## src/hw/rtl/hti_pkg.sv

```systemverilog
// ----------------------------------------------------------------------------
// hti_pkg: shared constants and types for the hash table insert block
// Table geometry, field widths, tag codes and the slot word layout.
// ----------------------------------------------------------------------------
package hti_pkg;

  localparam int TABLE_DEPTH = 1024;
  localparam int ADDR_W      = $clog2(TABLE_DEPTH);
  localparam int KEY_W       = 32;
  localparam int VAL_W       = 32;
  localparam int HASH_W      = 32;
  localparam int SLOT_W      = 10;
  localparam int CAP_W       = 11;

  // Remainder digits resolved per cycle by the modulo unit.
  localparam int DIV_BITS    = 4;
  localparam int DIV_CYC     = HASH_W / DIV_BITS;
  localparam int DIV_CNT_W   = $clog2(DIV_CYC);

  localparam logic [CAP_W-1:0]  CAP_RESET   = CAP_W'(1024);
  localparam logic [CAP_W-1:0]  CAP_MAX     = CAP_W'(TABLE_DEPTH);
  localparam logic [CAP_W-1:0]  CAP_MIN     = CAP_W'(1);

  localparam logic [HASH_W-1:0] TAG_EMPTY   = HASH_W'(0);
  localparam logic [HASH_W-1:0] TAG_DELETED = HASH_W'(1);
  localparam logic [HASH_W-1:0] TAG_RSV_BIT = HASH_W'(2);

  localparam logic ST_STORED = 1'b0;
  localparam logic ST_FULL   = 1'b1;

  // Configuration register index, taken from paddr[2].
  localparam logic REG_CAPACITY = 1'b0;

  typedef struct packed {
    logic [HASH_W-1:0] tag;
    logic [KEY_W-1:0]  key;
    logic [VAL_W-1:0]  value;
  } slot_t;

endpackage

```

## src/hw/rtl/hti_cfg.sv

```systemverilog
// ----------------------------------------------------------------------------
// hti_cfg: APB-style configuration register
// Holds the capacity register; writes complete in the access phase.
// ----------------------------------------------------------------------------
module hti_cfg import hti_pkg::*; (
  input  logic             clk,
  input  logic             rst_n,
  input  logic             psel,
  input  logic             penable,
  input  logic             pwrite,
  input  logic [2:0]       paddr,
  input  logic [31:0]      pwdata,
  output logic [31:0]      prdata,
  output logic             pready,
  output logic [CAP_W-1:0] capacity
);

  logic [CAP_W-1:0] cap_r;
  logic             wr_cap;

  assign pready = 1'b1;
  assign wr_cap = psel && penable && pwrite && (paddr[2] == REG_CAPACITY);

  always_ff @(posedge clk) begin
    if (!rst_n) begin
      cap_r <= CAP_RESET;
    end else if (wr_cap) begin
      cap_r <= pwdata[CAP_W-1:0];
    end
  end

  // Low address bits are ignored; registers are word aligned.
  assign prdata   = (paddr[2] == REG_CAPACITY) ? {{(32-CAP_W){1'b0}}, cap_r} : 32'd0;
  assign capacity = cap_r;

endmodule

```

## config.mk

```make
export PLATFORM = sky130hd
export DESIGN_NAME = hti_cfg
export DESIGN_NICKNAME = d
export VERILOG_FILES = /design/src/hw/rtl/hti_pkg.sv /design/src/hw/rtl/hti_cfg.sv
export SDC_FILE = /design/constraint.sdc
export NUM_CORES = 1
export LEC_CHECK = 0
export ABC_AREA = 1
export BUFFER_PORTS_ARGS = -buffer_cell sky130_fd_sc_hd__buf_2
export CORE_UTILIZATION = 30
export CTS_CLUSTER_SIZE = 8
export DETAILED_ROUTE_END_ITERATION = 10
export MAX_ROUTING_LAYER = met4
export PLACE_DENSITY_LB_ADDON = 0.2
export RECOVER_POWER = 50
export SLEW_MARGIN = 20
export SYNTH_ARGS = -nofsm -noshare
export SYNTH_HDL_FRONTEND = slang
export SYNTH_SLANG_ARGS = --single-unit
```

## constraint.sdc

```tcl
create_clock -name clk -period 0.8 [get_ports clk]
set_input_delay 0.16 -clock clk [delete_from_list [all_inputs] [get_ports clk]]
set_output_delay 0.16 -clock clk [all_outputs]
set_load 0.01 [all_outputs]
```

==> impl_metrics.json, run 1 <==
{
  "clkLatencyLatePin_ns": 0.27,
  "fmax_mhz": 968.7,
  "dpl.hpwl_um": 1229,
  "grt_antenna_before_repair": 0,
  "hold_depth": 3,
  "dieArea_um2": 2667,
  "cp_max_fo": 3,
  "cts-root-buf": "clkbuf_4",
  "drt_iter0_markers": 2,
  "fin_cells": 191,
  "worstRegToRegCells": 2,
  "ys_seq_area_share_pct": 29.78,
  "hold_start": "pwdata[10]",
  "critPathCaptureType": "primary output",
  "syn_area_um2": 739.5,
  "run_status": "finished, violations left",
  "first_global_vias": 564,
  "cts.clk_slew.worst_paths_ns": 0.07,
  "drcViolationCount": 0,
  "dp_cells": 185,
  "cts_tree": "yes",
  "synth.distinct_cells": 13,
  "numCtsBuffers": 3,
  "grt_max_degree": 12,
  "reg2reg_from": "capacity[10]",
  "num_rows": 17,
  "cp-start-kind": "register",
  "vias": 726,
  "layout_setup_ws_ns": -0.2323,
  "drive_gt1_share_pct": 42.94,
  "finalClockSkew_ns": 0,
  "wl_per_cell_um": 8.000,
  "fin_crit_sh_pct": 129.0,
  "antenna_left": 0,
  "crit_type": "reg2out",
  "most-common-layout-cells": "nor2_1, buf_2, conb_1, inv_1, nand2_1",
  "core_area_um2": 2276,
  "arrival_ns": 0.87,
  "drt-pass1-iter-count": 2,
  "drv_slew": 0,
  "route.met3.wl_um": 102,
  "top_layer_used": "met4",
  "grt_overflow": 0,
  "die_w_um": 51.65,
  "whs_endpoint": "capacity[10]",
  "holdWs_ns": 0.1133,
  "p_per_area_nw_per_um2": 1240,
  "r2r-end": "capacity[10]",
  "hold_viol_final": 0,
  "initial_core_util_pct": 32.49,
  "syn_to_final_growth_pct": 37.06,
  "setup_viol": 22,
  "final_common_cell": "nor2_1",
  "synth_top_area_share_pct": 29.78,
  "die_h_um": 51.65,
  "totalWireLength_um": 1528,
  "multi_input_area_um2": 325.3,
  "ys_ff_latch": 11,
  "hold_class": "in2reg",
  "peakVddDrop_v": 0.0005898,
  "timing.reg2reg.setup_slack_ns": 0.20,
  "fillers": 257,
  "rsz0062_at_grt": "yes",
  "io_buffer_count": 38,
  "yosys-top-cells-area": "dfxtp_1, buf_4, nor2_1",
  "h-tree-depth": 1,
  "via_per_inst": 3.801,
  "grt.total_usage_pct": 12.64,
  "met2_length_um": 816,
  "violations": "setup timing",
  "synth_area_leader_cell": "dfxtp_1",
  "drt-met1-wl_um": 601,
  "num_antenna_cells": 0,
  "grt_first_pass_wirelength_um": 2394,
  "design_area_um2": 1013,
  "ys_warn_count": 0,
  "fin_nets": 204,
  "drv_cap": 0,
  "p_leak_nw": 0.5906,
  "io_pins": 84,
  "dpl_cell_area_um2": 888.4,
  "netlist_instances": 120,
  "seq_area_um2": 236.5,
  "synth.avg_cell_area_um2": 6.162,
  "cts.sink_count": 11,
  "largest_reg_flops": 11,
  "gp_congestion": 0.7269,
  "max-clock-path-buffers": 2,
  "cp.required_ns": 0.64,
  "fin_crit_ns": 1.032
}
==> routing by layer <==
layer	vias up	track usage, %
met4	0	6.757
met3	2	2.632
li1	387	-
met2	33	22.94
met1	304	12.59
met5	-	-
==> worst max-delay path by stage <==
stage                      startpoint            to  slack (ns)
final                     capacity[9]     prdata[9]       -0.23
after CTS                 capacity[8]     prdata[8]       -0.23
after floorplan           capacity[0]     prdata[0]        0.06
after global placement       paddr[2]   capacity[2]       -0.17
after detailed placement     paddr[2]  capacity[10]       -0.19
after global routing      capacity[6]     prdata[6]       -0.30
==> critical path: stages, from the launching register on <==
cell and delay [ns]:
dfxtp_2 0.35, inv_1 0.05, nor2_1 0.08, buf_2 0.13
==> area by class of cell <==
cell class	instances	share of cell area, %
Tap cell	28	3.457
Sequential cell	11	23.33
Clock buffer	3	2.222
Multi-Input combinational cell	80	32.10
Clock inverter	1	0.4938
Timing Repair Buffer	44	29.51
Inverter	24	8.889
==> power breakdown <==
| group | internal (W) | leakage, nW | switching [W] |
|---|---|---|---|
| combinational | 0.000118 | 0.479 | 0.000164 |
| sequential | 0.000568 | 0.0939 | 0.0000184 |
| clock | 0.000185 | 0.0177 | 0.000203 |
| total | 0.000871 | 0.591 | 0.000386 |
==> Yosys cell counts <==
library cell and n:
inv_1 22, nor2_1 31, o21ai_0 1, buf_1 1, inv_2 2, buf_2 1, nor2_2 2, nand2_2 1
dfxtp_1 11, buf_4 23, nand2_1 12, conb_1 2, nand3_1 11
==> metrics by stage <==
stage / setup TNS, ns / worst slack (ns) / total power (W) / utilization [%]
final: -3.582 / -0.2323 / 0.001257 / 44.53
after global routing: -4.713 / -0.3021 / 0.001346 / 44.53
after CTS: -3.744 / -0.2328 / 0.001254 / 42.00
after detailed placement: -2.314 / -0.1940 / 0.0008490 / 39.03
after global placement: -2.075 / -0.1735 / 0.0008460 / 39.03
after floorplan: 0 / 0.05862 / 0.0008272 / -
==> cells by family (layout without fill, tap and decap cells) <==
| logic type | count (synthesis) | count (layout) | share of synthesized area, % |
|---|---|---|---|
| other | 2 | 22 | 1.016 |
| AO/OA/AOI/OAI | 1 | 1 | 0.6762 |
| buffers and inverters | 49 | 72 | 36.72 |
| flip-flops | 11 | 11 | 29.78 |
| AND/OR/NAND/NOR | 57 | 57 | 31.81 |
==> timing repair <==
action / 4_1_cts / 5_1_grt
hold buffers: 0 / 0
gates cloned: 0 / 0
setup endpoints to repair: 22 / 22
resized for setup: 14 / 15
pin swaps: 3 / 5
buffers inserted: 1 / 1
Power figures use the tool's default switching activity.
==> run 2, diff against run 1 <==
--- a/config.mk
+++ b/config.mk
@@ -13,6 +13,7 @@
 export MAX_ROUTING_LAYER = met4
 export PLACE_DENSITY_LB_ADDON = 0.2
 export RECOVER_POWER = 50
+export SETUP_SLACK_MARGIN = 0.4
 export SLEW_MARGIN = 20
 export SYNTH_ARGS = -nofsm -noshare
 export SYNTH_HDL_FRONTEND = slang
==> run 2 against run 1 <==
Global-route usage rose by 1.6 points; flip-flop and latch count did not move; critical path type unchanged; the flow still finishes with violations (setup timing); cell area rose by 25%; via count rose by 4.7%; sequential share of layout area fell by 4.7 points; final cell count rose by 1.0%; critical path depth did not move; worst setup slack improved by 0.014 ns; clock-buffer cell count rose by 1; clock skew did not move; die area did not move; highest routed layer unchanged.
==> impl_metrics.json, run 2 (same netlist as run 1, synthesis figures left out) <==
{
  "grt_max_degree": 12,
  "fin_crit_sh_pct": 127.3,
  "drt-pass1-iter-count": 4,
  "num_antenna_cells": 0,
  "finalClockSkew_ns": 0,
  "layout_setup_ws_ns": -0.2187,
  "grt_overflow": 0,
  "cts.hold.buffers_added": 0,
  "design_area_um2": 1267,
  "drv_cap": 0,
  "cts.clk_slew.worst_paths_ns": 0.07,
  "cts_tree": "yes",
  "drv_slew": 0,
  "arrival_ns": 0.86,
  "max-clock-path-buffers": 2,
  "initial_core_util_pct": 32.49,
  "io_buffer_count": 38,
  "violations": "setup timing",
  "reg2reg_from": "capacity[0]",
  "dpl.hpwl_um": 1193,
  "whs_endpoint": "capacity[10]",
  "dp_slack_ns": -0.1549,
  "met1_usage_pct": 15.72,
  "rsz0062_at_grt": "yes",
  "cts-root-buf": "clkbuf_4",
  "critPathCaptureType": "primary output",
  "dp_cells": 184,
  "hold_depth": 3,
  "io_pins": 84,
  "cp_max_fo": 3,
  "setup_tns_ns": -3.502,
  "fin_cells": 193,
  "die_h_um": 51.65,
  "p_leak_nw": 0.6290,
  "totalWireLength_um": 1772,
  "most-common-layout-cells": "conb_1, buf_6, nor2_1, buf_2, nor2_4",
  "clkLatencyLatePin_ns": 0.26,
  "h-tree-depth": 1,
  "crit_type": "reg2out",
  "fmax_mhz": 981.7,
  "fin_util_pct": 55.69,
  "drcViolationCount": 0,
  "top_usage_layer": "met2",
  "hold_start": "pwdata[10]",
  "first_global_vias": 635,
  "dpl_cell_area_um2": 1046,
  "multi_input_area_um2": 469.2,
  "gp_congestion": 0.6390,
  "peakVddDrop_v": 0.0005433,
  "numCtsBuffers": 3,
  "worstRegToRegCells": 3,
  "fillers": 212,
  "seq_area_um2": 236.5,
  "antenna_left": 0,
  "grt.total_usage_pct": 14.20,
  "num_rows": 17,
  "final_common_cell": "conb_1",
  "run_status": "finished, violations left",
  "r2r-end": "capacity[0]",
  "grt_first_pass_wirelength_um": 2725,
  "setup_viol": 22,
  "timing.reg2reg.setup_slack_ns": 0.14,
  "hold_class": "in2reg",
  "syn_to_final_growth_pct": 71.41,
  "dieArea_um2": 2667,
  "wl_per_cell_um": 9.181,
  "die_w_um": 51.65,
  "hold_viol_final": 0,
  "fin_nets": 206,
  "via_per_inst": 3.938,
  "met3_usage_pct": 0.8772,
  "core_area_um2": 2276,
  "met2_usage_pct": 25.11,
  "vias": 760,
  "grt_antenna_before_repair": 0,
  "cts.sink_count": 11,
  "cp.required_ns": 0.64,
  "largest_reg_flops": 11,
  "p_per_area_nw_per_um2": 1078,
  "fin_crit_ns": 1.019,
  "drt_iter0_markers": 7,
  "cp-start-kind": "register",
  "drive_gt1_share_pct": 55.76
}
[run 2: cell count changes in the layout (fill, tap and decap cells not counted), sizes merged]
cell    delta
buf        -1
clkbuf     +2
clkinv     -1
nor2       +2
[run 2: worst max-delay path by stage]
| stage | endpoint | cells past startpoint | startpoint |
|---|---|---|---|
| 2_1_floorplan | prdata[0] | 2 | capacity[0] |
| 3_3_place_gp | capacity[1] | 6 | paddr[2] |
| 3_5_place_dp | capacity[7] | 6 | paddr[2] |
| 4_1_cts | prdata[8] | 3 | capacity[8] |
| 5_1_grt | prdata[3] | 3 | capacity[3] |
| 6_report | prdata[5] | 3 | capacity[5] |
[run 2: worst max-delay path: stages (launching register included)]
cell	delay, ns
dfxtp_2	0.35
inv_2	0.05
nor2_4	0.10
buf_6	0.10
[run 2: area by class of cell]
class                      instances  area share [%]
clock buffer                       4           2.073
inverter                          24           8.292
sequential                        11           18.66
multi-input combinational         82           37.02
tap                               28           2.764
timing repair buffer              44           31.19
[run 2: timing repair]
| item | in CTS | in global routing |
|---|---|---|
| cloned | 2 | 0 |
| gates resized for setup | 29 | 11 |
| buffers inserted | 1 | 2 |
| setup endpoints to repair | 33 | 33 |
| pin swaps | 21 | 8 |
[run 2: stage by stage]
step | power, W | hold slack, ns
2_1_floorplan | 0.0008833 | 0.2733
3_3_place_gp | 0.0009213 | 0.3780
3_5_place_dp | 0.0009260 | 0.3810
4_1_cts | 0.001357 | 0.1047
5_1_grt | 0.001458 | 0.1091
6_report | 0.001366 | 0.09355
[run 2: report_power, final]
group | switching (W) | total (W) | internal [W]
Sequential | 0.0000192 | 0.000587 | 0.000568
Clock | 0.000187 | 0.000380 | 0.000193
Combinational | 0.000228 | 0.000399 | 0.000170
Total | 0.000435 | 0.00137 | 0.000931
[run 2: metal layers]
layer  vias up  wire, um
met5         -         0
met1       327       728
li1        393         -
met3         2       103
met2        38       920
met4         0        19
==> run 3, diff against run 2 <==
--- a/config.mk
+++ b/config.mk
@@ -14,6 +14,7 @@
 export PLACE_DENSITY_LB_ADDON = 0.2
 export RECOVER_POWER = 50
 export SETUP_SLACK_MARGIN = 0.4
+export SKIP_CTS_REPAIR_TIMING = 1
 export SLEW_MARGIN = 20
 export SYNTH_ARGS = -nofsm -noshare
 export SYNTH_HDL_FRONTEND = slang
==> run 3 against run 2 <==
The flow still finishes with violations (setup timing); routed wire length decreased by 7.4%; critical path type unchanged; sequential share of layout area increased by 0.49 points; global-route usage decreased by 1.6 points; utilization decreased by 1.4 points; largest cell class unchanged; clock power decreased by 2%; die area unchanged; clock skew unchanged; fmax increased by 1.0%.
==> impl_metrics.json, run 3 (same netlist as run 1, synthesis figures left out) <==
{
  "numCtsBuffers": 3,
  "crit_type": "reg2out",
  "cp.required_ns": 0.64,
  "run_status": "finished, violations left",
  "grt_max_degree": 12,
  "finalClockSkew_ns": 0,
  "drive_gt1_share_pct": 55.15,
  "dp_slack_ns": -0.1549,
  "dpl.hpwl_um": 1193,
  "fin_cells": 193,
  "die_h_um": 51.65,
  "io_buffer_count": 38,
  "dpl_cell_area_um2": 1046,
  "design_area_um2": 1235,
  "initial_core_util_pct": 32.49,
  "cts-root-buf": "clkbuf_4",
  "hold_depth": 3,
  "fmax_mhz": 991.7,
  "cts.sink_count": 11,
  "first_global_vias": 579,
  "violations": "setup timing",
  "reg2reg_from": "capacity[0]",
  "r2r-end": "capacity[0]",
  "hold_start": "pwdata[10]",
  "fin_crit_ns": 1.008,
  "clkLatencyLatePin_ns": 0.26,
  "dp_cells": 184,
  "rsz0062_at_grt": "yes",
  "cts.clk_slew.worst_paths_ns": 0.07,
  "cp_max_fo": 3,
  "grt_overflow": 0,
  "antenna_left": 0,
  "largest_reg_flops": 11,
  "p_leak_nw": 0.6278,
  "via_per_inst": 3.881,
  "io_pins": 84,
  "fin_crit_sh_pct": 126.0,
  "whs_endpoint": "capacity[10]",
  "layout_setup_ws_ns": -0.2083,
  "drt_iter0_markers": 2,
  "peakVddDrop_v": 0.0006089,
  "critPathCaptureType": "primary output",
  "grt_antenna_before_repair": 0,
  "arrival_ns": 0.85,
  "timing.reg2reg.setup_slack_ns": 0.14,
  "drcViolationCount": 0,
  "cts_tree": "yes",
  "grt.total_usage_pct": 12.56,
  "gp_congestion": 0.6390,
  "totalWireLength_um": 1641,
  "drv_slew": 0,
  "p_per_area_nw_per_um2": 1085,
  "syn_to_final_growth_pct": 67.00,
  "drv_cap": 0,
  "core_area_um2": 2276,
  "h-tree-depth": 1,
  "num_rows": 17,
  "grt_first_pass_wirelength_um": 2428,
  "final_common_cell": "conb_1",
  "num_antenna_cells": 0,
  "fin_nets": 206,
  "most-common-layout-cells": "conb_1, buf_2, nor2_1, buf_6, nor2_4",
  "totalPowerFinal_w": 0.001339,
  "die_w_um": 51.65,
  "hold_class": "in2reg",
  "max-clock-path-buffers": 2,
  "cp-start-kind": "register",
  "vias": 749,
  "wl_per_cell_um": 8.503,
  "setup_viol": 22,
  "hold_viol_final": 0,
  "worstRegToRegCells": 3,
  "dieArea_um2": 2667,
  "drt-pass1-iter-count": 3
}
[run 3: cell type report]
| type | count | area, um^2 |
|---|---|---|
| clock buffers | 4 | 26.28 |
| fillers | 214 | 1041 |
| inverters | 24 | 105.1 |
| multi-input cells | 81 | 450.4 |
| flip-flops and latches | 11 | 236.5 |
| well taps | 28 | 35.03 |
| repair buffers | 45 | 381.6 |
[run 3: worst max-delay path, stage by stage, from the launching register on]
cell	delay, ns
dfxtp_2	0.35
inv_2	0.05
nor2_4	0.08
buf_6	0.10
[run 3: how the worst max path moves through the flow]
stage,from,endpoint,slack (ns),depth (start not counted)
global route,capacity[4],prdata[4],-0.25,3
floorplan,capacity[0],prdata[0],0.14,2
global placement,paddr[2],capacity[1],-0.14,6
finish,capacity[8],prdata[8],-0.21,3
detailed placement,paddr[2],capacity[7],-0.15,6
CTS,capacity[8],prdata[8],-0.25,3
[run 3: power breakdown]
part	total (W)	internal, W	switching (W)	leakage [nW]
Clock	0.000373	0.000193	0.000180	0.0150
Combinational	0.000380	0.000162	0.000218	0.519
Sequential	0.000586	0.000568	0.0000182	0.0939
Total	0.00134	0.000923	0.000417	0.628
[run 3: through the flow]
step	hold WS [ns]	util [%]	TNS, ns
5_1_grt	0.09838	54.26	-4.170
2_1_floorplan	0.2733	-	0
6_report	0.1003	54.26	-3.161
3_3_place_gp	0.3780	45.96	-2.674
4_1_cts	0.1047	47.11	-3.484
3_5_place_dp	0.3810	45.96	-2.805
[run 3: routing by layer]
layer	GRT usage (%)	wire length, um	part of all wire [%]	vias up
met1	14.49	680	41	315
met2	21.00	833	51	38
met5	-	0	0	-
met4	8.108	19	1.2	0
met3	0.8772	108	6.6	2
li1	-	-	-	394
