### config.mk
export PLATFORM = sky130hd
export DESIGN_NAME = hti_probe_flat
export DESIGN_NICKNAME = d
export VERILOG_FILES = /design/src/hw/rtl/hti_pkg.sv /design/src/hw/rtl/hti_if.sv /design/src/hw/rtl/hti_probe.sv /design/src/flat_wrapper.sv
export SDC_FILE = /design/constraint.sdc
export NUM_CORES = 1
export LEC_CHECK = 0
export BUFFER_PORTS_ARGS = -buffer_cell sky130_fd_sc_hd__clkbuf_2
export CAP_MARGIN = 40
export CORE_MARGIN = 2
export CORE_UTILIZATION = 54
export DETAILED_ROUTE_END_ITERATION = 12
export HOLD_SLACK_MARGIN = 0.03
export PLACE_DENSITY = 0.82
export SYNTH_ARGS = -nofsm -noshare
export SYNTH_HDL_FRONTEND = slang
export SYNTH_SLANG_ARGS = --single-unit
### constraint.sdc
create_clock -name clk -period 11.55 [get_ports clk]
set_clock_uncertainty 0.2 [all_clocks]
set_input_delay 0 -clock clk [delete_from_list [all_inputs] [get_ports clk]]
set_output_delay 0 -clock clk [all_outputs]
set_load 0.01 [all_outputs]
### src/hw/rtl/hti_pkg.sv
// ----------------------------------------------------------------------------
// hti_pkg: shared constants and types for the hash table insert block
// Table geometry, field widths, tag codes and the slot word layout.
// ----------------------------------------------------------------------------
package hti_pkg;

  localparam int TABLE_DEPTH = 1024;
  localparam int ADDR_W      = $clog2(TABLE_DEPTH);
  localparam int KEY_W       = 32;
  localparam int VAL_W       = 32;
  localparam int HASH_W      = 32;
  localparam int SLOT_W      = 10;
  localparam int CAP_W       = 11;

  // Remainder digits resolved per cycle by the modulo unit.
  localparam int DIV_BITS    = 4;
  localparam int DIV_CYC     = HASH_W / DIV_BITS;
  localparam int DIV_CNT_W   = $clog2(DIV_CYC);

  localparam logic [CAP_W-1:0]  CAP_RESET   = CAP_W'(1024);
  localparam logic [CAP_W-1:0]  CAP_MAX     = CAP_W'(TABLE_DEPTH);
  localparam logic [CAP_W-1:0]  CAP_MIN     = CAP_W'(1);

  localparam logic [HASH_W-1:0] TAG_EMPTY   = HASH_W'(0);
  localparam logic [HASH_W-1:0] TAG_DELETED = HASH_W'(1);
  localparam logic [HASH_W-1:0] TAG_RSV_BIT = HASH_W'(2);

  localparam logic ST_STORED = 1'b0;
  localparam logic ST_FULL   = 1'b1;

  // Configuration register index, taken from paddr[2].
  localparam logic REG_CAPACITY = 1'b0;

  typedef struct packed {
    logic [HASH_W-1:0] tag;
    logic [KEY_W-1:0]  key;
    logic [VAL_W-1:0]  value;
  } slot_t;

endpackage

### src/hw/rtl/hti_if.sv
// ----------------------------------------------------------------------------
// hti_if: valid/ready channels of the hash table insert block
// One channel carries insert requests, the other carries insert results.
// ----------------------------------------------------------------------------
interface hti_in_if import hti_pkg::*; ();
  logic              valid;
  logic              ready;
  logic [HASH_W-1:0] key_hash;
  logic [KEY_W-1:0]  entry_key;
  logic [VAL_W-1:0]  entry_value;

  modport source (output valid, output key_hash, output entry_key, output entry_value,
                  input ready);
  modport sink   (input valid, input key_hash, input entry_key, input entry_value,
                  output ready);
endinterface

interface hti_out_if import hti_pkg::*; ();
  logic              valid;
  logic              ready;
  logic              insert_status;
  logic [SLOT_W-1:0] slot_written;
  logic              replaced_existing;

  modport source (output valid, output insert_status, output slot_written,
                  output replaced_existing, input ready);
  modport sink   (input valid, input insert_status, input slot_written,
                  input replaced_existing, output ready);
endinterface

### src/hw/rtl/hti_probe.sv
// ----------------------------------------------------------------------------
// hti_probe: insert sequencer
// Clears the slot memory after reset, reduces the hash modulo the capacity,
// walks the triangular probe sequence and writes the chosen slot.
// ----------------------------------------------------------------------------
module hti_probe import hti_pkg::*; (
  input  logic             clk,
  input  logic             rst_n,
  input  logic [CAP_W-1:0] capacity,
  hti_in_if.sink           in_chan,
  hti_out_if.source        out_chan,
  output logic             ram_we,
  output logic [ADDR_W-1:0] ram_waddr,
  output slot_t            ram_wdata,
  output logic             ram_re,
  output logic [ADDR_W-1:0] ram_raddr,
  input  slot_t            ram_rdata
);

  typedef enum logic [2:0] {
    S_CLEAR,
    S_IDLE,
    S_DIV,
    S_READ,
    S_PROBE
  } state_t;

  state_t            state_r, state_nxt;
  logic [ADDR_W-1:0] clr_r, clr_nxt;
  logic [HASH_W-1:0] tag_r, tag_nxt;
  logic [KEY_W-1:0]  key_r, key_nxt;
  logic [VAL_W-1:0]  val_r, val_nxt;
  logic [CAP_W-1:0]  cap_r, cap_nxt;
  logic [HASH_W-1:0] dvd_r, dvd_nxt;
  logic [CAP_W-1:0]  rem_r, rem_nxt;
  logic [DIV_CNT_W-1:0] cnt_r, cnt_nxt;
  logic [ADDR_W-1:0] pos_r, pos_nxt;
  logic [CAP_W-1:0]  idx_r, idx_nxt;
  logic              ov_r, ov_nxt;
  logic              st_r, st_nxt;
  logic [SLOT_W-1:0] sw_r, sw_nxt;
  logic              rep_r, rep_nxt;

  logic [CAP_W-1:0]  cap_eff;
  logic [CAP_W:0]    rem_step;
  logic [CAP_W:0]    pos_sum;
  logic [CAP_W:0]    pos_wrap;
  logic [CAP_W-1:0]  idx_inc;
  logic              slot_free;
  logic              slot_match;
  logic              hit;
  logic              exhausted;
  logic              out_free;

  // Capacity zero counts as one; anything past the table saturates.
  always_comb begin
    if (capacity == '0) begin
      cap_eff = CAP_MIN;
    end else if (capacity > CAP_MAX) begin
      cap_eff = CAP_MAX;
    end else begin
      cap_eff = capacity;
    end
  end

  // Restoring remainder, DIV_BITS hash bits per cycle, most significant first.
  always_comb begin
    rem_step = {1'b0, rem_r};
    for (int k = 0; k < DIV_BITS; k++) begin
      rem_step = {rem_step[CAP_W-1:0], dvd_r[HASH_W-1-k]};
      if (rem_step >= {1'b0, cap_r}) begin
        rem_step = rem_step - {1'b0, cap_r};
      end
    end
  end

  assign slot_free  = ram_rdata.tag <= TAG_DELETED;
  assign slot_match = (ram_rdata.tag == tag_r) && (ram_rdata.key == key_r);
  assign hit        = slot_free || slot_match;
  assign idx_inc    = idx_r + CAP_W'(1);
  assign exhausted  = idx_inc == cap_r;
  assign pos_sum    = {{(CAP_W+1-ADDR_W){1'b0}}, pos_r} + {1'b0, idx_inc};
  assign pos_wrap   = (pos_sum >= {1'b0, cap_r}) ? pos_sum - {1'b0, cap_r} : pos_sum;
  assign out_free   = !ov_r || out_chan.ready;

  always_comb begin
    state_nxt = state_r;
    clr_nxt   = clr_r;
    tag_nxt   = tag_r;
    key_nxt   = key_r;
    val_nxt   = val_r;
    cap_nxt   = cap_r;
    dvd_nxt   = dvd_r;
    rem_nxt   = rem_r;
    cnt_nxt   = cnt_r;
    pos_nxt   = pos_r;
    idx_nxt   = idx_r;
    ov_nxt    = ov_r && !out_chan.ready;
    st_nxt    = st_r;
    sw_nxt    = sw_r;
    rep_nxt   = rep_r;
    ram_we    = 1'b0;
    ram_waddr = pos_r;
    ram_wdata = '{tag: tag_r, key: key_r, value: val_r};
    ram_re    = 1'b0;
    ram_raddr = pos_r;

    case (state_r)
      S_CLEAR: begin
        ram_we    = 1'b1;
        ram_waddr = clr_r;
        ram_wdata = '{tag: TAG_EMPTY, key: '0, value: '0};
        clr_nxt   = clr_r + ADDR_W'(1);
        if (clr_r == ADDR_W'(TABLE_DEPTH - 1)) begin
          state_nxt = S_IDLE;
        end
      end
      S_IDLE: begin
        if (in_chan.valid) begin
          tag_nxt   = in_chan.key_hash | TAG_RSV_BIT;
          key_nxt   = in_chan.entry_key;
          val_nxt   = in_chan.entry_value;
          dvd_nxt   = in_chan.key_hash | TAG_RSV_BIT;
          cap_nxt   = cap_eff;
          rem_nxt   = '0;
          cnt_nxt   = '0;
          state_nxt = S_DIV;
        end
      end
      S_DIV: begin
        dvd_nxt = dvd_r << DIV_BITS;
        rem_nxt = rem_step[CAP_W-1:0];
        cnt_nxt = cnt_r + DIV_CNT_W'(1);
        if (cnt_r == DIV_CNT_W'(DIV_CYC - 1)) begin
          pos_nxt   = rem_step[ADDR_W-1:0];
          idx_nxt   = '0;
          state_nxt = S_READ;
        end
      end
      S_READ: begin
        ram_re    = 1'b1;
        state_nxt = S_PROBE;
      end
      S_PROBE: begin
        if (hit || exhausted) begin
          // Hold the read data until the result register can take the result.
          if (out_free) begin
            ov_nxt    = 1'b1;
            st_nxt    = hit ? ST_STORED : ST_FULL;
            sw_nxt    = hit ? SLOT_W'(pos_r) : '0;
            rep_nxt   = hit && !slot_free;
            ram_we    = hit;
            state_nxt = S_IDLE;
          end
        end else begin
          pos_nxt   = pos_wrap[ADDR_W-1:0];
          idx_nxt   = idx_inc;
          ram_re    = 1'b1;
          ram_raddr = pos_wrap[ADDR_W-1:0];
        end
      end
      default: begin
        state_nxt = S_IDLE;
      end
    endcase
  end

  always_ff @(posedge clk) begin
    if (!rst_n) begin
      state_r <= S_CLEAR;
      clr_r   <= '0;
      cnt_r   <= '0;
      ov_r    <= 1'b0;
    end else begin
      state_r <= state_nxt;
      clr_r   <= clr_nxt;
      cnt_r   <= cnt_nxt;
      ov_r    <= ov_nxt;
    end
    tag_r <= tag_nxt;
    key_r <= key_nxt;
    val_r <= val_nxt;
    cap_r <= cap_nxt;
    dvd_r <= dvd_nxt;
    rem_r <= rem_nxt;
    pos_r <= pos_nxt;
    idx_r <= idx_nxt;
    st_r  <= st_nxt;
    sw_r  <= sw_nxt;
    rep_r <= rep_nxt;
  end

  assign in_chan.ready              = state_r == S_IDLE;
  assign out_chan.valid             = ov_r;
  assign out_chan.insert_status     = st_r;
  assign out_chan.slot_written      = sw_r;
  assign out_chan.replaced_existing = rep_r;

endmodule

### src/flat_wrapper.sv
// flat-port wrapper written by rule: the top's interface ports become plain ports
module hti_probe_flat import hti_pkg::*;
  (clk, rst_n, capacity, ram_we, ram_waddr, ram_wdata, ram_re, ram_raddr, ram_rdata, in_chan_valid, in_chan_key_hash, in_chan_entry_key, in_chan_entry_value, in_chan_ready, out_chan_valid, out_chan_insert_status, out_chan_slot_written, out_chan_replaced_existing, out_chan_ready);
  hti_in_if in_chan_i ();
  hti_out_if out_chan_i ();
  input  logic clk;
  input  logic rst_n;
  input  logic [CAP_W-1:0] capacity;
  output logic ram_we;
  output logic [ADDR_W-1:0] ram_waddr;
  output slot_t ram_wdata;
  output logic ram_re;
  output logic [ADDR_W-1:0] ram_raddr;
  input  slot_t ram_rdata;
  input wire logic [$bits(in_chan_i.valid)-1:0] in_chan_valid;
  input wire logic [$bits(in_chan_i.key_hash)-1:0] in_chan_key_hash;
  input wire logic [$bits(in_chan_i.entry_key)-1:0] in_chan_entry_key;
  input wire logic [$bits(in_chan_i.entry_value)-1:0] in_chan_entry_value;
  output wire logic [$bits(in_chan_i.ready)-1:0] in_chan_ready;
  output wire logic [$bits(out_chan_i.valid)-1:0] out_chan_valid;
  output wire logic [$bits(out_chan_i.insert_status)-1:0] out_chan_insert_status;
  output wire logic [$bits(out_chan_i.slot_written)-1:0] out_chan_slot_written;
  output wire logic [$bits(out_chan_i.replaced_existing)-1:0] out_chan_replaced_existing;
  input wire logic [$bits(out_chan_i.ready)-1:0] out_chan_ready;
  assign in_chan_i.valid = in_chan_valid;
  assign in_chan_i.key_hash = in_chan_key_hash;
  assign in_chan_i.entry_key = in_chan_entry_key;
  assign in_chan_i.entry_value = in_chan_entry_value;
  assign in_chan_ready = in_chan_i.ready;
  assign out_chan_valid = out_chan_i.valid;
  assign out_chan_insert_status = out_chan_i.insert_status;
  assign out_chan_slot_written = out_chan_i.slot_written;
  assign out_chan_replaced_existing = out_chan_i.replaced_existing;
  assign out_chan_i.ready = out_chan_ready;
  hti_probe u_core (.clk(clk), .rst_n(rst_n), .capacity(capacity), .in_chan(in_chan_i), .out_chan(out_chan_i), .ram_we(ram_we), .ram_waddr(ram_waddr), .ram_wdata(ram_wdata), .ram_re(ram_re), .ram_raddr(ram_raddr), .ram_rdata(ram_rdata));
endmodule
==> results of run 1 <==
-- stage by stage --
stage	instance area (µm²)	total power, µW
6_report	16300	2670
5_1_grt	16300	2800
4_1_cts	16300	2640
3_5_place_dp	14400	1980
3_3_place_gp	14300	1960
2_1_floorplan	12500	1700
-- cell usage after synthesis, drive strengths merged, types with 26 or more instances --
cell,n
a21oi,42
and2,101
clkbuf,29
edfxtp,182
ha,69
inv,75
mux2,31
nand2,154
nand4,26
nor2,94
nor2b,38
o21ai,47
xnor2,90
-- layout make-up --
type | count | area share, %
multi-input combinational | 931 | 38.6
sequential | 199 | 35.6
timing repair buffer | 446 | 17.9
clock buffer | 19 | 2.78
tap | 285 | 2.19
inverter | 75 | 1.74
clock inverter | 13 | 1.08
-- registers in the layout, summed over array words and instances, names as in the netlist, 3 cells and up --
register and cells:
u_core.state_r 3, u_core.cap_r 11, u_core.val_r 32, u_core.pos_r 10
u_core.cnt_r 3, u_core.idx_r 11, u_core.clr_r 10, u_core.tag_r 31
u_core.dvd_r 32, u_core.key_r 32, u_core.out_chan.slot_written 10, u_core.rem_r 11
-- worst reg2reg max path: cells and delay by family (launching register included) --
| family | cells | cell delay (ns) |
|---|---|---|
| flops | 1 | 0.42 |
| buf+inv | 3 | 0.83 |
| fa+ha+maj | 4 | 1.62 |
| simple gates | 3 | 0.89 |
| compound gates | 22 | 5.35 |
| mux | 3 | 1.13 |
-- kinds of logic (layout without fill, tap and decap cells) --
logic type      count (synthesis)  in the layout  synth area share, %
xor+xnor                      113            113                 7.89
fa+ha+maj                      75             75                 7.84
mux                            46             46                 3.98
flops                         199            199                 46.3
simple gates                  509            509                 20.3
buf+inv                       113            553                 3.58
compound gates                188            188                 10.1
-- routing by layer --
metal / up-vias / global-route usage [%]
li1: 5264 / -
met3: 172 / 6.98
met1: 5416 / 39.8
met2: 710 / 59.1
met4: 0 / 17.9
met5: - / 0
-- power by group through the flow --
| stage | clock, µW | sequential [µW] | combinational (µW) |
|---|---|---|---|
| after detailed placement | 0 | 887 | 1100 |
| final | 637 | 873 | 1160 |
| after CTS | 632 | 871 | 1140 |
| after global placement | 0 | 886 | 1070 |
| after floorplan | 0 | 883 | 818 |
| after global routing | 661 | 875 | 1260 |
-- worst max path at each step --
stage	from	end	cells after the start
global placement	u_core.cap_r[5]	u_core.pos_r[9]	35
global route	u_core.cap_r[5]	u_core.pos_r[0]	35
finish	u_core.cap_r[5]	u_core.pos_r[0]	35
CTS	u_core.cap_r[5]	u_core.pos_r[0]	35
floorplan	u_core.cap_r[0]	u_core.pos_r[2]	37
detailed placement	u_core.cap_r[5]	u_core.pos_r[0]	35
-- what timing repair did --
item / CTS / global route
hold buffers: 126 / 0
hold endpoints to repair: 155 / 0
gates resized for setup: 0 / 0
==> impl_metrics.csv, run 1 <==
group,metric,value,unit
logic_synthesis,postSynthAreaPerCell,10.1,µm²
timing,fmax,94.1,MHz
logic_synthesis,synth_area,12500,µm²
timing,hold_ws,0.0708,ns
power,power_density,164,nW/µm²
critical_path,critPathMaxFanout,13,
logic_synthesis,synth_seq_cells,199,
final_layout,register_area,5810,µm²
logic_synthesis,ys_seq_area_share,46.3,%
placed_design,place_ws,1.08,ns
logic_synthesis,yosys.cell_types.count,69,
global_routing,grt_pass1_vias,11527,
critical_path,crit_path_frequent_cell,"o21ai_0",
power,ir_drop,0.000106,V
placed_design,dpl.cell_count,1810,
clock_network,cts_max_level,4,
critical_path,max_stage_delay,0.54,ns
detailed_routing,wl_met3,3750,µm
power,clkPwrFrac,23.9,%
job,max-cap-violations,0,
detailed_routing,drt_iter0_drc,1155,
detailed_routing,met1_length,15000,µm
detailed_routing,wirelength,41900,µm
power,combPwrFrac,43.4,%
critical_path,r2r_start,"u_core.cap_r[5]",
critical_path,rr_worst_depth,35,
logic_synthesis,synth_area_leaders,"edfxtp_1 44%, ha_1 6.9%, xnor2_1 6.3%, and2_1 5.0%, nand2_1 4.6%",
clock_network,cts.sinks,199,
final_layout,antenna_cells,0,
die,die_h,156,µm
final_layout,layout_common_cells,"305 x clkbuf_2, 182 x edfxtp_1, 154 x nand2_1, 126 x dlygate4sd3_1, 101 x and2_1",
logic_synthesis,yosysWarningCount,0,
die,ios,339,
clock_network,cts_tree,"yes",
die,coreArea,22700,µm²
final_layout,final_cells,1968,
clock_network,numCtsBuffers,17,
detailed_routing,firstDrtPassIters,5,
detailed_routing,drcViolationCount,0,
timing,hold_viol,0,
detailed_routing,antenna_left,0,
critical_path,path_buf_inv,3,
logic_synthesis,async_flop_share,0,%
clock_network,root_buffer,"clkbuf_16",
die,fp.dieArea,24500,µm²
min_path,min_path_type,"input port to register",
timing,period_needed,10.63,ns
timing,report.final.slew_viol_count,0,
final_layout,final_common_cell,"clkbuf_2",
logic_synthesis,ys.flop_type,"edfxtp_1",
clock_network,clock_latency,0.44,ns
logic_synthesis,yosys.area.top_type,"edfxtp_1",
power,intPower,1680,µW
critical_path,reg2reg_to,"u_core.pos_r[0]",
clock_network,path_clk_slew,0.09,ns
detailed_routing,vias_per_cell,5.88,
critical_path,critPathRequiredTime,11.61,ns
final_layout,fill_cells,1539,
global_routing,grtUsageTotal,34.1,%
detailed_routing,vias,11562,
detailed_routing,dr_wl_met2,20700,µm
logic_synthesis,yosysTopAreaCellShare,43.6,%
detailed_routing,topRoutingLayerUsed,"met4",
critical_path,cp_slowest_cell,"fa_1",
timing,setup_slack,0.923,ns
critical_path,cp-start-kind,"register",
die,initial_core_util,55.2,%
critical_path,cp_data_arrival_time,10.69,ns
clock_network,clk_path_buf_depth,2,
placed_design,dp_hpwl,28800,µm
logic_synthesis,synth-edff-count,182,
timing,period_share,92.0,%
timing,setup_viol,0,
critical_path,path_delay_family,"compound AO/OA/AOI/OAI gates",
timing,worstMarginPinSlew,0.893,ns
critical_path,crit_path_end_kind,"register",
min_path,hold_end,"u_core.key_r[16]",
detailed_routing,wl_per_cell,21.3,µm
global_routing,grt_max_degree,80,
die,die_w,156,µm
timing,rsz0062_at_grt,"false",
die,rows,55,
power,seqPwrFrac,32.7,%
final_layout,utilization,71.7,%
placed_design,portBuffers,305,
critical_path,rrSetupSlack,0.92,ns
min_path,holdCritStartpoint,"in_chan_entry_key[16]",
final_layout,multi_input_area,6290,µm²
final_layout,fin_nets,1952,
timing,tns,0,ns
timing,relSlewSlack,40.4,%
critical_path,worstSetupPathType,"register to register",
power,p_switching,987,µW
placed_design,gp_congestion,0.904,
global_routing,grt_overflow_total,0,
power,swShare,37.0,%
clock_network,cts_setup_buffers,0,
power,p_leak,0.00702,µW
logic_synthesis,synth_nets,1525,
min_path,whs_path_depth,2,
final_layout,layout-drive-gt1-share,24.0,%
status,outcome,"finished, final reports clean",
global_routing,grt_first_pass_wirelength,63200,µm
global_routing,antenna_found_initial,0,
logic_synthesis,synthCells,1243,
final_layout,area_growth,29.9,%
Note: power is estimated with default switching activity, not from simulation.
==> run 2, diff against run 1 <==
CELL_PAD_IN_SITES_DETAIL_PLACEMENT = 1   (was unset)
CELL_PAD_IN_SITES_GLOBAL_PLACEMENT = 2   (was unset)
CORE_UTILIZATION = 33   (was 54)
CTS_CLUSTER_DIAMETER = 60   (was unset)
PLACE_DENSITY = 0.79   (was 0.82)
==> run 2 against run 1 <==
  * Routed wire length is 7.1% higher
  * Sequential share of layout area is 0.54 points lower
  * First-iteration DRC count is 51% lower
  * Register-to-register slack better by 0.37 ns
  * Flip-flop and latch count stayed put
  * Non-clock buffer count is 1 higher
==> impl_metrics.csv, run 2 (synthesis results as in run 1) <==
group,metric,value,unit
critical_path,reg2reg_to,"u_core.pos_r[2]",
critical_path,cp_slowest_cell,"edfxtp_1",
detailed_routing,vias_per_cell,4.98,
critical_path,crit_path_frequent_cell,"o21ai_0",
final_layout,area_growth,31.9,%
min_path,whs_path_depth,2,
status,outcome,"finished, final reports clean",
global_routing,grt_first_pass_wirelength,69000,µm
power,power_density,160,nW/µm²
critical_path,rrSetupSlack,1.29,ns
critical_path,critPathRequiredTime,11.53,ns
timing,relSlewSlack,47.7,%
job,max-cap-violations,0,
detailed_routing,wirelength,44900,µm
detailed_routing,drcViolationCount,0,
die,coreArea,37600,µm²
die,initial_core_util,33.4,%
clock_network,clk_path_buf_depth,2,
clock_network,path_clk_slew,0.08,ns
critical_path,worstSetupPathType,"register to register",
min_path,min_path_type,"input port to register",
critical_path,critPathMaxFanout,11,
detailed_routing,drt_iter0_drc,563,
power,ir_drop,0.000115,V
detailed_routing,antenna_left,0,
timing,period_share,88.8,%
clock_network,root_buffer,"clkbuf_16",
global_routing,antenna_found_initial,1,
detailed_routing,wl_per_cell,20.5,µm
clock_network,numCtsBuffers,17,
global_routing,grt_pass1_vias,11881,
final_layout,final_common_cell,"clkbuf_2",
critical_path,rr_worst_depth,35,
critical_path,r2r_start,"u_core.cap_r[0]",
critical_path,max_stage_delay,0.54,ns
power,p_leak,0.00700,µW
timing,setup_viol,0,
clock_network,clock_latency,0.44,ns
global_routing,grtUsageTotal,23.2,%
final_layout,layout-drive-gt1-share,24.1,%
clock_network,cts_setup_buffers,0,
detailed_routing,firstDrtPassIters,5,
placed_design,dp_hpwl,34200,µm
clock_network,cts.sinks,199,
timing,hold_ws,0.0720,ns
final_layout,fin_nets,1953,
die,die_w,199,µm
placed_design,gp_congestion,0.905,
placed_design,portBuffers,305,
timing,tns,0,ns
timing,period_needed,10.26,ns
min_path,hold_end,"u_core.key_r[26]",
clock_network,cts_tree,"yes",
timing,rsz0062_at_grt,"false",
global_routing,grt_overflow_total,0,
timing,fmax,97.5,MHz
critical_path,cp-start-kind,"register",
detailed_routing,vias,10924,
timing,hold_viol,0,
die,die_h,199,µm
global_routing,grt_max_degree,53,
timing,worstMarginPinSlew,0.784,ns
die,fp.dieArea,39600,µm²
final_layout,layout_common_cells,"305 x clkbuf_2, 182 x edfxtp_1, 154 x nand2_1, 122 x dlygate4sd3_1, 101 x and2_1",
min_path,holdCritStartpoint,"in_chan_entry_key[26]",
timing,report.final.slew_viol_count,0,
critical_path,cp_data_arrival_time,10.23,ns
clock_network,cts_max_level,4,
die,ios,339,
clock_network,cts_resized,0,
critical_path,crit_path_end_kind,"register",
die,rows,71,
final_layout,reg.largest.list,"u_core.dvd_r: 32 flops, u_core.key_r: 32 flops, u_core.val_r: 32 flops",
-- run 2: changes by cell type in the layout (fill, tap and decap cells not counted), sizes merged --
| cell | previous run | this run |
|---|---|---|
| inv | 82 | 79 |
| clkdlybuf4s15 | 1 | 0 |
| dlygate4sd3 | 126 | 122 |
| clkbuf | 324 | 323 |
| buf | 14 | 20 |
| clkinv | 5 | 3 |
| diode | 0 | 1 |
| clkinvlp | 0 | 4 |
-- run 2: critical path: cells and delay by family (launching register included) --
kind / cells / cell delay, ns
AO/OA/AOI/OAI: 21 / 5.37
adder cells (fa/ha/maj): 5 / 1.88
multiplexers: 3 / 0.93
AND/OR/NAND/NOR: 4 / 0.65
flip-flops: 1 / 0.54
buffers and inverters: 2 / 0.41
-- run 2: final cells by class --
class	count	area (µm²)
Antenna cell	1	2.50
Fill cell	4275	21000
Tap cell	511	639
Clock inverter	12	121
Clock buffer	18	429
Timing Repair Buffer	447	2960
Sequential cell	199	5810
Multi-Input combinational cell	931	6300
Inverter	75	284
-- run 2: worst max-delay path by stage --
stage,from,to,slack (ns),cells past startpoint
after floorplan,u_core.cap_r[0],u_core.pos_r[2],2.40,37
after global placement,u_core.cap_r[0],u_core.pos_r[2],1.47,35
after detailed placement,u_core.cap_r[0],u_core.pos_r[0],1.39,35
after CTS,u_core.cap_r[0],u_core.pos_r[0],1.31,35
after global routing,u_core.cap_r[0],u_core.pos_r[0],0.36,38
final,u_core.cap_r[0],u_core.pos_r[2],1.29,35
-- run 2: timing repair --
action / in CTS / in global routing
hold buffers: 122 / 0
setup endpoints to repair: 0 / 0
endpoints found under the hold margin: 157 / 0
-- run 2: metrics by stage --
step | power [µW] | cell area (µm²) | std cells | utilization, % | worst slack [ns]
final | 2650 | 16500 | 2194 | 44.0 | 1.29
after detailed placement | 2030 | 14800 | 2040 | 39.3 | 1.39
after global placement | 2000 | 14700 | 2033 | 39.0 | 1.47
after CTS | 2660 | 16500 | 2192 | 44.0 | 1.31
after floorplan | 1700 | 12500 | 1243 | - | 2.40
after global routing | 2820 | 16500 | 2194 | 44.0 | 0.361
-- run 2: where the power goes --
group | leakage (µW) | switching [µW] | internal (µW)
Clock | 0.000256 | 291 | 300
Sequential | 0.00182 | 20.3 | 853
Combinational | 0.00492 | 660 | 526
-- run 2: routing by layer --
layer	up-vias	wire (µm)	track usage, %
met2	265	22600	40.9
met4	0	888	6.14
met1	5358	19300	28.9
met3	42	2170	4.39
met5	-	0	0
li1	5259	-	-
